`src/sv/prrs_pkg.sv`:
```
// Shared types and constants for the priority round-robin scheduler.
package prrs_pkg;

  localparam int THREAD_SLOTS_DEF   = 8;
  localparam int PRIORITY_LIMIT_DEF = 16;

  localparam int PRIO_W       = 5;
  localparam int STATUS_W     = 3;
  localparam int SLOT_OUT_W   = 3;
  localparam int SLOT_STATE_W = 2;
  localparam int IN_DATA_W    = 8;
  localparam int OUT_DATA_W   = 8;

  typedef enum logic [SLOT_STATE_W-1:0] {
    SLOT_FREE     = 2'd0,
    SLOT_RUNNABLE = 2'd1,
    SLOT_RUNNING  = 2'd2
  } slot_state_e;

  typedef enum logic [STATUS_W-1:0] {
    ST_CREATED   = 3'd0,
    ST_FULL      = 3'd1,
    ST_SWITCHED  = 3'd2,
    ST_CONTINUES = 3'd3,
    ST_DEADLOCK  = 3'd4
  } status_e;

  typedef enum logic {
    OP_CREATE   = 1'b0,
    OP_SCHEDULE = 1'b1
  } op_e;

  typedef enum logic [2:0] {
    SEQ_IDLE,
    SEQ_MARK,
    SEQ_SCAN,
    SEQ_DRAIN,
    SEQ_COMMIT
  } seq_state_e;

  // Control from the sequencer to the shared compare unit.
  typedef struct packed {
    logic clear;        // restart the search
    logic step;         // one slot entry is present on the read data
    logic create_mode;  // first free slot instead of best runnable slot
  } scan_ctl_t;

endpackage

```
`src/sv/prrs_ram.sv`:
```
// Generic single-write, single-read RAM with registered read data.
module prrs_ram #(
  parameter int Width = 8,
  parameter int Depth = 8
) (
  input  logic                     clk_i,
  input  logic                     we_i,
  input  logic [$clog2(Depth)-1:0] waddr_i,
  input  logic [Width-1:0]         wdata_i,
  input  logic [$clog2(Depth)-1:0] raddr_i,
  output logic [Width-1:0]         rdata_o
);

  logic [Width-1:0] mem_q [Depth];
  logic [Width-1:0] rdata_q;

  always_ff @(posedge clk_i) begin
    if (we_i) begin
      mem_q[waddr_i] <= wdata_i;
    end
    rdata_q <= mem_q[raddr_i];
  end

  assign rdata_o = rdata_q;

endmodule

```
`src/sv/prrs_scan.sv`:
```
// Shared compare unit: keeps the best slot seen so far over a slot scan.
module prrs_scan #(
  parameter int ThreadSlots   = prrs_pkg::THREAD_SLOTS_DEF,
  parameter int PriorityLimit = prrs_pkg::PRIORITY_LIMIT_DEF
) (
  input  logic                           clk_i,
  input  logic                           rst_ni,
  input  prrs_pkg::scan_ctl_t            ctl_i,
  input  prrs_pkg::slot_state_e          rd_state_i,
  input  logic [prrs_pkg::PRIO_W-1:0]    rd_prio_i,
  input  logic [$clog2(ThreadSlots)-1:0] rd_idx_i,
  output logic                           found_o,
  output logic [$clog2(ThreadSlots)-1:0] best_idx_o
);
  import prrs_pkg::*;

  localparam int SlotW = $clog2(ThreadSlots);
  localparam int BestW = $clog2(PriorityLimit + 1);
  localparam int CmpW  = (BestW > PRIO_W) ? BestW : PRIO_W;

  logic             found_q, found_d;
  logic [BestW-1:0] best_prio_q, best_prio_d;
  logic [SlotW-1:0] best_idx_q, best_idx_d;
  logic             take;

  // Create wants the first free slot; schedule wants a strictly better runnable one.
  always_comb begin
    if (ctl_i.create_mode) begin
      take = (rd_state_i == SLOT_FREE) && !found_q;
    end else begin
      take = (rd_state_i == SLOT_RUNNABLE) &&
             (CmpW'(rd_prio_i) < CmpW'(best_prio_q));
    end
  end

  always_comb begin
    found_d     = found_q;
    best_prio_d = best_prio_q;
    best_idx_d  = best_idx_q;
    if (ctl_i.clear) begin
      found_d     = 1'b0;
      best_prio_d = BestW'(PriorityLimit);
    end else if (ctl_i.step && take) begin
      found_d     = 1'b1;
      best_prio_d = BestW'(rd_prio_i);
      best_idx_d  = rd_idx_i;
    end
  end

  always_ff @(posedge clk_i or negedge rst_ni) begin
    if (!rst_ni) begin
      found_q <= 1'b0;
    end else begin
      found_q <= found_d;
    end
  end

  always_ff @(posedge clk_i) begin
    best_prio_q <= best_prio_d;
    best_idx_q  <= best_idx_d;
  end

  assign found_o    = found_q;
  assign best_idx_o = best_idx_q;

endmodule

```
`src/sv/priority_round_robin_scheduler_core.sv`:
```
// Top level of the priority round-robin thread-slot scheduler.
//
//   channel  dir  tdata (low bit up)                       tuser
//   s_axis   in   priority_req[4:0], current_stays[5]      operation[0]
//   m_axis   out  slot[2:0]                                status[2:0]
//
// Sequence: a create runs scan, drain and commit; a schedule first marks the
//   current slot; an item that arrives once deadlocked goes straight to
//   commit. s_axis is ready only while idle, so a new word is not taken
//   until the last one is committed. The scan reads one slot per cycle
//   through the read port of the state and priority RAMs.
// Reset: per-slot valid bits make every slot read as free at once; no
//   clearing pass is run.
// Stalls: the result register holds a word while m_axis stalls and a new
//   word may be accepted meanwhile; the commit step waits for that register.
module priority_round_robin_scheduler_core #(
  parameter int ThreadSlots   = prrs_pkg::THREAD_SLOTS_DEF,
  parameter int PriorityLimit = prrs_pkg::PRIORITY_LIMIT_DEF
) (
  input  logic                               clk_i,
  input  logic                               rst_ni,
  input  logic                               s_axis_tvalid_i,
  output logic                               s_axis_tready_o,
  // priority_req[4:0], current_stays[5], zero fill [7:6]
  input  logic [prrs_pkg::IN_DATA_W-1:0]     s_axis_tdata_i,
  // operation[0]
  input  logic                               s_axis_tuser_i,
  output logic                               m_axis_tvalid_o,
  input  logic                               m_axis_tready_i,
  // slot[2:0], zero fill [7:3]
  output logic [prrs_pkg::OUT_DATA_W-1:0]    m_axis_tdata_o,
  // status[2:0]
  output logic [prrs_pkg::STATUS_W-1:0]      m_axis_tuser_o
);
  import prrs_pkg::*;

  localparam int SlotW = $clog2(ThreadSlots);
  localparam logic [SlotW-1:0] LastSlot = SlotW'(ThreadSlots - 1);

  // Sequencer state and captured input word.
  seq_state_e              seq_q, seq_d;
  op_e                     op_q, op_d;
  logic [PRIO_W-1:0]       prio_q, prio_d;
  logic                    stays_q, stays_d;

  // Architectural state outside the RAMs.
  logic [SlotW-1:0]        cur_q, cur_d;
  logic                    halted_q, halted_d;
  logic [ThreadSlots-1:0]  state_vld_q;

  // Scan bookkeeping: read address, reads issued, read in flight.
  logic [SlotW-1:0]        idx_q, idx_d;
  logic [SlotW-1:0]        cnt_q, cnt_d;
  logic                    rd_vld_q, rd_vld_d;
  logic [SlotW-1:0]        rd_idx_q;
  logic                    vld_rd_q;

  // Result register.
  logic                    out_vld_q, out_vld_d;
  status_e                 out_status_q, out_status_d;
  logic [SLOT_OUT_W-1:0]   out_slot_q, out_slot_d;

  // RAM ports.
  logic                    state_we, prio_we;
  logic [SlotW-1:0]        waddr;
  slot_state_e             state_wdata;
  logic [SLOT_STATE_W-1:0] state_rdata;
  logic [PRIO_W-1:0]       prio_rdata;

  // Compare unit.
  scan_ctl_t               scan_ctl;
  slot_state_e             rd_state;
  logic                    found;
  logic [SlotW-1:0]        best_idx;

  logic                    in_fire;
  logic                    out_free;

  assign in_fire  = s_axis_tvalid_i && (seq_q == SEQ_IDLE);
  assign out_free = !out_vld_q || m_axis_tready_i;

  // Slots never written read as free.
  assign rd_state = vld_rd_q ? slot_state_e'(state_rdata) : SLOT_FREE;

  function automatic logic [SlotW-1:0] next_slot(input logic [SlotW-1:0] s);
    return (s == LastSlot) ? '0 : s + 1'b1;
  endfunction

  prrs_ram #(
    .Width(SLOT_STATE_W),
    .Depth(ThreadSlots)
  ) u_state_ram (
    .clk_i  (clk_i),
    .we_i   (state_we),
    .waddr_i(waddr),
    .wdata_i(state_wdata),
    .raddr_i(idx_q),
    .rdata_o(state_rdata)
  );

  prrs_ram #(
    .Width(PRIO_W),
    .Depth(ThreadSlots)
  ) u_prio_ram (
    .clk_i  (clk_i),
    .we_i   (prio_we),
    .waddr_i(waddr),
    .wdata_i(prio_q),
    .raddr_i(idx_q),
    .rdata_o(prio_rdata)
  );

  prrs_scan #(
    .ThreadSlots  (ThreadSlots),
    .PriorityLimit(PriorityLimit)
  ) u_scan (
    .clk_i     (clk_i),
    .rst_ni    (rst_ni),
    .ctl_i     (scan_ctl),
    .rd_state_i(rd_state),
    .rd_prio_i (prio_rdata),
    .rd_idx_i  (rd_idx_q),
    .found_o   (found),
    .best_idx_o(best_idx)
  );

  always_comb begin
    seq_d        = seq_q;
    op_d         = op_q;
    prio_d       = prio_q;
    stays_d      = stays_q;
    cur_d        = cur_q;
    halted_d     = halted_q;
    idx_d        = idx_q;
    cnt_d        = cnt_q;
    rd_vld_d     = 1'b0;
    out_vld_d    = out_vld_q && !m_axis_tready_i;
    out_status_d = out_status_q;
    out_slot_d   = out_slot_q;
    state_we     = 1'b0;
    prio_we      = 1'b0;
    waddr        = best_idx;
    state_wdata  = SLOT_RUNNING;
    scan_ctl     = '{clear: 1'b0, step: rd_vld_q, create_mode: (op_q == OP_CREATE)};

    unique case (seq_q)
      SEQ_IDLE: begin
        if (in_fire) begin
          op_d     = op_e'(s_axis_tuser_i);
          prio_d   = s_axis_tdata_i[PRIO_W-1:0];
          stays_d  = s_axis_tdata_i[PRIO_W];
          idx_d    = '0;
          cnt_d    = '0;
          scan_ctl.clear = 1'b1;
          if (halted_q) begin
            seq_d = SEQ_COMMIT;
          end else if (op_e'(s_axis_tuser_i) == OP_SCHEDULE) begin
            seq_d = SEQ_MARK;
          end else begin
            seq_d = SEQ_SCAN;
          end
        end
      end
      SEQ_MARK: begin
        // Release the current slot, then scan from the slot after it.
        state_we    = 1'b1;
        waddr       = cur_q;
        state_wdata = stays_q ? SLOT_RUNNABLE : SLOT_FREE;
        idx_d       = next_slot(cur_q);
        seq_d       = SEQ_SCAN;
      end
      SEQ_SCAN: begin
        rd_vld_d = 1'b1;
        idx_d    = next_slot(idx_q);
        cnt_d    = cnt_q + 1'b1;
        if (cnt_q == LastSlot) begin
          seq_d = SEQ_DRAIN;
        end
      end
      SEQ_DRAIN: begin
        // Last entry is applied to the compare unit in this cycle.
        seq_d = SEQ_COMMIT;
      end
      SEQ_COMMIT: begin
        if (out_free) begin
          out_vld_d  = 1'b1;
          out_slot_d = '0;
          seq_d      = SEQ_IDLE;
          if (halted_q) begin
            out_status_d = ST_DEADLOCK;
          end else if (op_q == OP_CREATE) begin
            if (found) begin
              state_we     = 1'b1;
              prio_we      = 1'b1;
              state_wdata  = SLOT_RUNNABLE;
              out_status_d = ST_CREATED;
              out_slot_d   = SLOT_OUT_W'(best_idx);
            end else begin
              out_status_d = ST_FULL;
            end
          end else begin
            if (found) begin
              state_we     = 1'b1;
              state_wdata  = SLOT_RUNNING;
              out_slot_d   = SLOT_OUT_W'(best_idx);
              out_status_d = (best_idx == cur_q) ? ST_CONTINUES : ST_SWITCHED;
              cur_d        = best_idx;
            end else begin
              halted_d     = 1'b1;
              out_status_d = ST_DEADLOCK;
            end
          end
        end
      end
      default: begin
        seq_d = SEQ_IDLE;
      end
    endcase
  end

  always_ff @(posedge clk_i or negedge rst_ni) begin
    if (!rst_ni) begin
      seq_q       <= SEQ_IDLE;
      cur_q       <= '0;
      halted_q    <= 1'b0;
      state_vld_q <= '0;
      idx_q       <= '0;
      cnt_q       <= '0;
      rd_vld_q    <= 1'b0;
      out_vld_q   <= 1'b0;
    end else begin
      seq_q    <= seq_d;
      cur_q    <= cur_d;
      halted_q <= halted_d;
      idx_q    <= idx_d;
      cnt_q    <= cnt_d;
      rd_vld_q <= rd_vld_d;
      out_vld_q <= out_vld_d;
      if (state_we) begin
        state_vld_q[waddr] <= 1'b1;
      end
    end
  end

  // Payload: captured fields, read tags and result word.
  always_ff @(posedge clk_i) begin
    op_q         <= op_d;
    prio_q       <= prio_d;
    stays_q      <= stays_d;
    rd_idx_q     <= idx_q;
    vld_rd_q     <= state_vld_q[idx_q];
    out_status_q <= out_status_d;
    out_slot_q   <= out_slot_d;
  end

  assign s_axis_tready_o = (seq_q == SEQ_IDLE);
  assign m_axis_tvalid_o = out_vld_q;
  assign m_axis_tdata_o  = OUT_DATA_W'(out_slot_q);
  assign m_axis_tuser_o  = out_status_q;

`ifndef ASSERT_OFF
  // Once halted, only a reset brings the block back.
  assert property (@(posedge clk_i) disable iff (!rst_ni) halted_q |=> halted_q)
    else $error("halted flag dropped without reset");

  // While halted, any result word shown is a deadlock report.
  assert property (@(posedge clk_i) disable iff (!rst_ni)
    (out_vld_q && halted_q) |-> (out_status_q == ST_DEADLOCK))
    else $error("non-deadlock result while halted");

  // The scan pipeline is empty when the result is committed.
  assert property (@(posedge clk_i) disable iff (!rst_ni)
    (seq_q == SEQ_COMMIT) |-> !rd_vld_q)
    else $error("slot read still in flight at commit");

  // A switch moves the current slot.
  assert property (@(posedge clk_i) disable iff (!rst_ni)
    ((seq_q == SEQ_COMMIT) && out_free && !halted_q && (op_q == OP_SCHEDULE) &&
     found && (best_idx != cur_q)) |=> (cur_q != $past(cur_q)))
    else $error("switch did not update the current slot");
`endif

endmodule

```
`config.mk`:
```
export PLATFORM = sky130hd
export DESIGN_NAME = priority_round_robin_scheduler_core
export DESIGN_NICKNAME = d
export VERILOG_FILES = /design/src/sv/prrs_pkg.sv /design/src/sv/prrs_ram.sv /design/src/sv/prrs_scan.sv /design/src/sv/priority_round_robin_scheduler_core.sv
export SDC_FILE = /design/constraint.sdc
export NUM_CORES = 1
export LEC_CHECK = 0
export ABC_AREA = 1
export BUFFER_PORTS_ARGS = -buffer_cell sky130_fd_sc_hd__buf_2
export CAP_MARGIN = 20
export CELL_PAD_IN_SITES_DETAIL_PLACEMENT = 0
export CELL_PAD_IN_SITES_GLOBAL_PLACEMENT = 1
export CORE_ASPECT_RATIO = 1.25
export CORE_MARGIN = 1.5
export CORE_UTILIZATION = 50
export CTS_BUF_LIST = sky130_fd_sc_hd__clkbuf_8
export CTS_CLUSTER_SIZE = 10
export DETAILED_ROUTE_END_ITERATION = 7
export PLACE_DENSITY_LB_ADDON = 0.1
export SETUP_SLACK_MARGIN = 0.5
export SLEW_MARGIN = 20
export SYNTH_ARGS = -nofsm -noshare
export SYNTH_HDL_FRONTEND = slang
export SYNTH_SLANG_ARGS = --single-unit
```
`constraint.sdc`:
```
create_clock -name clk_i -period 2 [get_ports clk_i]
set_input_delay 0.2 -clock clk_i [delete_from_list [all_inputs] [get_ports clk_i]]
set_output_delay 0.2 -clock clk_i [all_outputs]
set_load 0.01 [all_outputs]
```
==> run summary, run 1 <==
GRT overflow -> 0
post-synthesis cell type count -> 37
Hold Path Stages -> 1
DP Area -> 5000 um2
Avg Cell Area, Syn -> 11.0 um2
clk sinks -> 112
# setup viols final -> 0
floorplan core area -> 9130 um2
row count -> 39
crit path launch -> seq_q[1]
status -> completed
Die ar. -> 9920 um2
crit path max fanout -> 7
max-cap violations -> 0
Layout Nets -> 509
RD Place Congestion -> 0.780
clock buffer depth -> 2
Worst VDD drop -> 0.590 mV
RSZ-0062 raised after global routing -> true
Mapped Area -> 4670 um2
final worst-path cycle share -> 87.8%
IO buf count -> 18
r2r startpoint -> seq_q[1]
Final HPWL DP -> 6220 um
endpoint class of the critical path -> flip-flop
# IOs -> 26
CP startpoint kind -> flip-flop
Synth Instances -> 426
Starting Density -> 51.1%
Vias -> 3,111
Final min period -> 1.76 ns
number of global-route vias before repair -> 3,083
drt pass-1 iters -> 4
HP Class -> in -> reg
# DRC -> 0
root buf cell -> clkbuf_8
total wire length -> 9460 um
largest net degree at the start of global routing -> 33
asr flop ratio synth -> 21.4%
post-synthesis sequential area ratio -> 66.1%
worst slew pin tran -> 0.582 ns
Synth Register Bits -> 112
ANT nets after route -> 0
required time worst endpoint -> 2.09 ns
H-tree depth -> 3
clk_lat worst skew -> 0.38 ns
DIE HEIGHT -> 111 um
Syn. warnings -> 0
TNS Setup -> 0 ns
CP Class -> reg -> reg
Worst-path clk slew -> 0.10 ns
R2R Path End -> u_prio_ram.mem_q[4][1]
Critical Path AT -> 1.85 ns
design area -> 5830 um2
EDFF count, synth -> 72
Layout Skew -> 0.00567 ns
pwr/cell area -> 787 nW/um2
Die X -> 89.4 um
total track usage -> 21.3%
1st-iter DRT viols -> 123
slew margin rel. -> 61.2%
reg-to-reg slack, setup -> 0.24 ns
fill count -> 765
share of layout cells above drive strength 1 -> 34.1%
initial antenna violation count -> 0
Fmax achieved -> 570 MHz
commonest non-fill, non-tap cell in the layout -> edfxtp_1
clock tree from TritonCTS -> built
most frequent cells in the layout -> edfxtp_1 (72), nand2_1 (44), nor2_1 (42)
wire per inst -> 15.4 um
vias per cell -> 5.08
Final Core Density -> 63.9%
number of buffers created by CTS -> 9
Top FF cell, synth -> edfxtp_1
final hold violations -> 0
first-pass GRT wire length -> 15,400 um
Critical Path End -> u_prio_ram.mem_q[4][1]
Max Transition Viols Final -> 0
Leak -> 0.00230 uW
reg2reg path depth -> 6
P&R area growth vs syn -> 25.0%
# diodes -> 0
[cell usage after synthesis, types with 5 or more instances]
| master | count | area share, % |
|---|---|---|
| a21oi_1 | 8 | 0.86 |
| buf_4 | 5 | 0.80 |
| clkbuf_1 | 9 | 0.72 |
| dfrtp_1 | 24 | 13 |
| dfxtp_1 | 16 | 6.9 |
| edfxtp_1 | 72 | 46 |
| ha_1 | 10 | 2.7 |
| inv_1 | 40 | 3.2 |
| inv_2 | 5 | 0.40 |
| nand2_1 | 62 | 5.0 |
| nand3_1 | 11 | 1.2 |
| nand4_1 | 7 | 0.94 |
| nor2_1 | 59 | 4.7 |
| nor2_2 | 5 | 0.67 |
| o21ai_0 | 42 | 4.5 |
| o22ai_1 | 14 | 1.9 |
[where the power goes]
part	internal, uW	switching, uW
Combinational	280	329
Sequential	2580	61.0
Clock	582	761
Total	3440	1150
[per-layer routing]
| metal | routed length, um | up-vias | track usage (%) |
|---|---|---|---|
| li1 | - | 1568 | - |
| met3 | 181 | 14 | 2.46 |
| met5 | 0 | - | 0 |
| met1 | 4170 | 1495 | 28.1 |
| met4 | 201 | 0 | 9.13 |
| met2 | 4910 | 34 | 35.0 |
[worst min path at each step]
stage	endpoint	start
3_5_place_dp	seq_q[2]	rst_ni
4_1_cts	op_q	s_axis_tuser_i
5_1_grt	op_q	s_axis_tuser_i
6_report	op_q	s_axis_tuser_i
2_1_floorplan	cnt_q[0]	rst_ni
3_3_place_gp	seq_q[2]	rst_ni
[critical path, cell delays in order, from the launching register on]
cell     delay [ns]
dfrtp_1        0.42
inv_2          0.09
nand3_4        0.14
or2_4          0.28
o21ai_4        0.12
nand3_2        0.21
nor2_4         0.20
[sequential cells by signal (all words and copies together), names as in the netlist, 2 cells and up]
name and flops:
u_scan.best_prio_q 5, rd_idx_q 3, m_axis_tuser_o 3, out_slot_q 3
cnt_q 3, seq_q 3, state_vld_q 8, u_state_ram.mem_q 16
idx_q 3, u_prio_ram.mem_q 40, prio_q 5, u_prio_ram.rdata_o 5
u_state_ram.rdata_o 2, cur_q 3, u_scan.best_idx_o 3
[metrics by stage]
stage | setup WS, ns | power, uW | hold slack [ns] | cells
after floorplan | 0.422 | 2900 | -0.0956 | 430
after global routing | 0.153 | 4770 | 0.0433 | 613
final | 0.245 | 4590 | 0.0432 | 613
after global placement | 0.226 | 3030 | 0.229 | 562
after CTS | 0.274 | 4550 | 0.0212 | 607
after detailed placement | 0.184 | 3040 | 0.232 | 562
[final cells by class]
class	instances	area, um2	share of cell area (%)
repair buffers	59	492	8.43
clock buffers	9	124	2.12
well taps	123	154	2.64
flip-flops and latches	112	3090	53.0
clock inverters	6	67.6	1.16
multi-input cells	258	1710	29.3
inverters	46	194	3.33
[what timing repair did]
action / 4_1_cts / 5_1_grt
hold buffers: 7 / 0
resized for setup: 49 / 46
setup endpoints to repair: 98 / 119
gates cloned: 2 / 0
setup buffers: 21 / 6
hold endpoints to repair: 30 / 0
pin swaps: 22 / 22
[logic make-up after synthesis]
kind of cell,Yosys count,share of synthesized area (%)
fa+ha+maj,10,2.68
other cells,1,0.0804
compound gates,80,9.90
simple gates,158,15.1
flops,112,66.1
buf+inv,62,5.58
xor+xnor,3,0.563
Note: power is estimated with default switching activity, not from simulation.
==> inputs of run 2 (changes only) <==
Settings changed: CORE_UTILIZATION 50 to 49, SYNTH_HIERARCHICAL set to 1.
==> run 2 against run 1 <==
  * Global-route usage rose by 0.51 points
  * Via count up 19%
  * Non-clock buffer count is 1 higher
  * Combinational power is essentially flat
  * Sequential share of layout area down 3.2 points
  * Register-to-register slack improved by 0.16 ns
  * Sequential power barely moved
  * Maximum frequency is 10% higher
  * Clock skew increased by 0.0078 ns
  * Critical path type unchanged
  * Largest cell class unchanged
  * Highest routed layer unchanged
==> run summary, run 2 <==
status -> completed
Synth top area share -> 42.4% (-3.9 points)
Die ar. -> 11,000 um2 (+11%)
H-tree depth -> 3 (unchanged)
required time worst endpoint -> 2.07 ns (-0.02 ns)
Avg Cell Area, Syn -> 9.14 um2 (-17%)
CP Class -> reg -> reg
pwr/cell area -> 723 nW/um2 (-8.1%)
fraction of the mapped netlist area in simple logic gates -> 23.8% (+8.6 points)
crit-path max cell delay -> 0.43 ns (about the same)
Synth area leaders -> edfxtp_1 (42%), nand2_1 (13%), dfrtp_1 (12%)
largest family of logic cells by synthesized area -> simple AND/OR/NAND/NOR gates
most frequent cells in the layout -> nand2_1 (160), inv_1 (84), edfxtp_1 (72)
Layout Skew -> 0.0135 ns (+0.00782 ns)
Worst VDD drop -> 0.662 mV (+12%)
root buf cell -> clkbuf_8
Critical Path End -> u_prio_ram/mem_q[6][1]
r2r startpoint -> seq_q[1]
total track usage -> 21.8% (+0.51 points)
clk sinks -> 112 (unchanged)
Synth area leader -> edfxtp_1
Vias -> 3,690 (+19%)
final hold violations -> 0 (unchanged)
Final min period -> 1.59 ns (-0.161 ns)
Top reg by flops -> u_prio_ram/mem_q
row count -> 41 (+5.1%)
Cell Count Post-Placement -> 707 (+26%)
Syn. warnings -> 6 (+6)
P&R area growth vs syn -> 21.7%
Top FF cell, synth -> edfxtp_1
commonest non-fill, non-tap cell in the layout -> nand2_1
area occupied by multi-input gates -> 1870 um2 (+9.5%)
asr flop ratio synth -> 21.4% (unchanged)
vias per cell -> 4.88 (-3.8%)
1st-iter DRT viols -> 165 (+34%)
IO buf count -> 18 (unchanged)
flip-flop count of the largest register after layout -> 40 (unchanged)
Synth Register Bits -> 112 (unchanged)
Hold Crit Start -> s_axis_tuser_i
part of the power in registers -> 59.2% (+1.7 points)
slew margin rel. -> 62.0% (+0.81 points)
Int Pwr -> 3290 uW (-4.3%)
list of most frequent post-synthesis cells -> nand2_1 (181), inv_1 (94), edfxtp_1 (72)
drt pass-1 iters -> 5 (+1)
proportion of synthesized area in mux cells -> 0% (unchanged)
R2R Path End -> u_prio_ram/mem_q[6][1]
Leak -> 0.00280 uW (+21%)
final worst-path cycle share -> 79.7% (-8.0 points)
Layout Nets -> 645 (+27%)
worst setup slack after layout -> 0.406 ns (+0.161 ns)
post-synthesis cell type count -> 31 (-16%)
fill count -> 863 (+13%)
worst slew pin tran -> 0.570 ns (-0.0121 ns)
reg-to-reg slack, setup -> 0.41 ns (+0.16 ns)
# DRC -> 0 (unchanged)
max-cap violations -> 0 (unchanged)
Post-Synth XOR/XNOR Area -> 0% (-0.56 points)
Final HPWL DP -> 7550 um (+21%)
first-pass GRT wire length -> 17,500 um (+13%)
CP top delay family -> simple AND/OR/NAND/NOR gates
largest net degree at the start of global routing -> 31 (-6.1%)
clock tree from TritonCTS -> built
Starting Density -> 50.4% (-0.73 points)
RD Place Congestion -> 0.789 (+1.2%)
combinational share of power -> 13.6% (+0.3 points)
cell breakdown of the critical path -> inv_4 > nand2_4 > nor2_4 > nand2_4 > nor2_4 > nand2_4 > nor2_4
initial antenna violation count -> 0 (unchanged)
Net Sw Power -> 1190 uW (+3.7%)
# IOs -> 26 (unchanged)
Layout Cells excl Fill -> 756 (+23%)
Seq. cell area -> 3090 um2 (unchanged)
post-synthesis sequential area ratio -> 60.5% (-5.6 points)
endpoint class of the critical path -> flip-flop
share of layout cells above drive strength 1 -> 27.4% (-6.6 points)
total wire length -> 10,900 um (+15%)
crit path launch -> seq_q[1]
EDFF count, synth -> 72 (unchanged)
reg2reg path depth -> 7 (+1)
ANT nets after route -> 0 (unchanged)
dpl ws -> 0.235 ns (+0.0513 ns)
TNS Setup -> 0 ns (unchanged)
Die X -> 94.2 um (+5.4%)
HP Class -> in -> reg
CP startpoint kind -> flip-flop
GRT overflow -> 0 (unchanged)
Synth Instances -> 557 (+31%)
# setup viols final -> 0 (unchanged)
Bufs and invs on worst path -> 1 (unchanged)
RSZ-0062 raised after global routing -> true
Fmax achieved -> 627 MHz (+10%)
# diodes -> 0 (unchanged)
Hold WS -> 0.0362 ns (-0.00695 ns)
Compound-Gate Fraction of Synth Area -> 3.32% (-6.6 points)
Sw Share -> 26.6% (+1.6 points)
WP depth -> 7 (+1)
count leader, synth -> nand2_1
DIE HEIGHT -> 117 um (+5.4%)
clock share of power -> 27.2% (-2.1 points)
number of buffers created by CTS -> 9 (unchanged)
Mapped Area -> 5090 um2 (+9.2%)
Adder-Cell Fraction of Synth Area -> 2.46% (-0.23 points)
crit path max fanout -> 5 (-2)
Worst-path clk slew -> 0.11 ns (about the same)
Max Transition Viols Final -> 0 (unchanged)
Critical Path AT -> 1.66 ns (-0.19 ns)
number of global-route vias before repair -> 3,726 (+21%)
floorplan core area -> 10,100 um2 (+11%)
largest registers -> u_prio_ram/mem_q: 40 flops, u_state_ram/mem_q: 16 flops, state_vld_q: 8 flops
clk_lat worst skew -> 0.37 ns (about the same)
Crit-path slowest cell -> dfrtp_1
wire per inst -> 14.4 um (-6.8%)
clock buffer depth -> 2 (unchanged)
==> run 2: kinds of logic after synthesis <==
| logic type | Yosys count |
|---|---|
| adder cells (fa/ha/maj) | 10 |
| other | 1 |
| AO/OA/AOI/OAI | 29 |
| AND/OR/NAND/NOR | 285 |
| flip-flops | 112 |
| buffers and inverters | 120 |
==> run 2: layout make-up <==
type                    count  area share [%]
clock buffers               9            2.00
clock inverters             7           0.787
inverters                 109            7.08
multi-input cells         329            30.1
flip-flops and latches    112            49.9
well taps                 129            2.60
repair buffers             60            7.39
repair inverters            1           0.121
==> run 2: power groups by stage <==
| stage | logic (uW) | clock network, uW | registers [uW] |
|---|---|---|---|
| 5_1_grt | 667 | 1340 | 2660 |
| 4_1_cts | 503 | 1260 | 2650 |
| 2_1_floorplan | 217 | 0 | 2720 |
| 6_report | 609 | 1220 | 2650 |
| 3_3_place_gp | 375 | 0 | 2720 |
| 3_5_place_dp | 379 | 0 | 2720 |
==> run 2: worst min path at each step <==
stage / endpoint / slack, ns / cells after the start
final: op_q / 0.04 / 1
after global routing: op_q / 0.02 / 1
after CTS: op_q / 0.02 / 1
after detailed placement: state_vld_q[1] / 0.23 / 1
after global placement: state_vld_q[1] / 0.22 / 1
after floorplan: cnt_q[0] / -0.1 / 0
==> run 2: what timing repair did <==
| action | in CTS | in global routing |
|---|---|---|
| pin swaps | 23 | 23 |
| gates cloned | 1 | 0 |
| gates resized for setup | 45 | 39 |
| setup endpoints to repair | 81 | 92 |
| endpoints found under the hold margin | 30 | 0 |
| hold buffers | 7 | 0 |
| buffers inserted | 15 | 10 |
==> run 2: routing by layer <==
layer  track usage (%)  up-vias  routed length [um]
met3              4.13       19                 284
met1              23.4     1759                4230
li1                  -     1865                   -
met2              41.6       47                6080
met5                 0        -                   0
met4              8.66        0                 283
==> run 2: stage by stage <==
stage	cell area, um2	power, uW	util [%]
5_1_grt	6200	4670	61.3
2_1_floorplan	5230	2930	-
3_3_place_gp	5470	3090	54.1
3_5_place_dp	5470	3100	54.1
4_1_cts	5980	4410	59.2
6_report	6200	4480	61.3
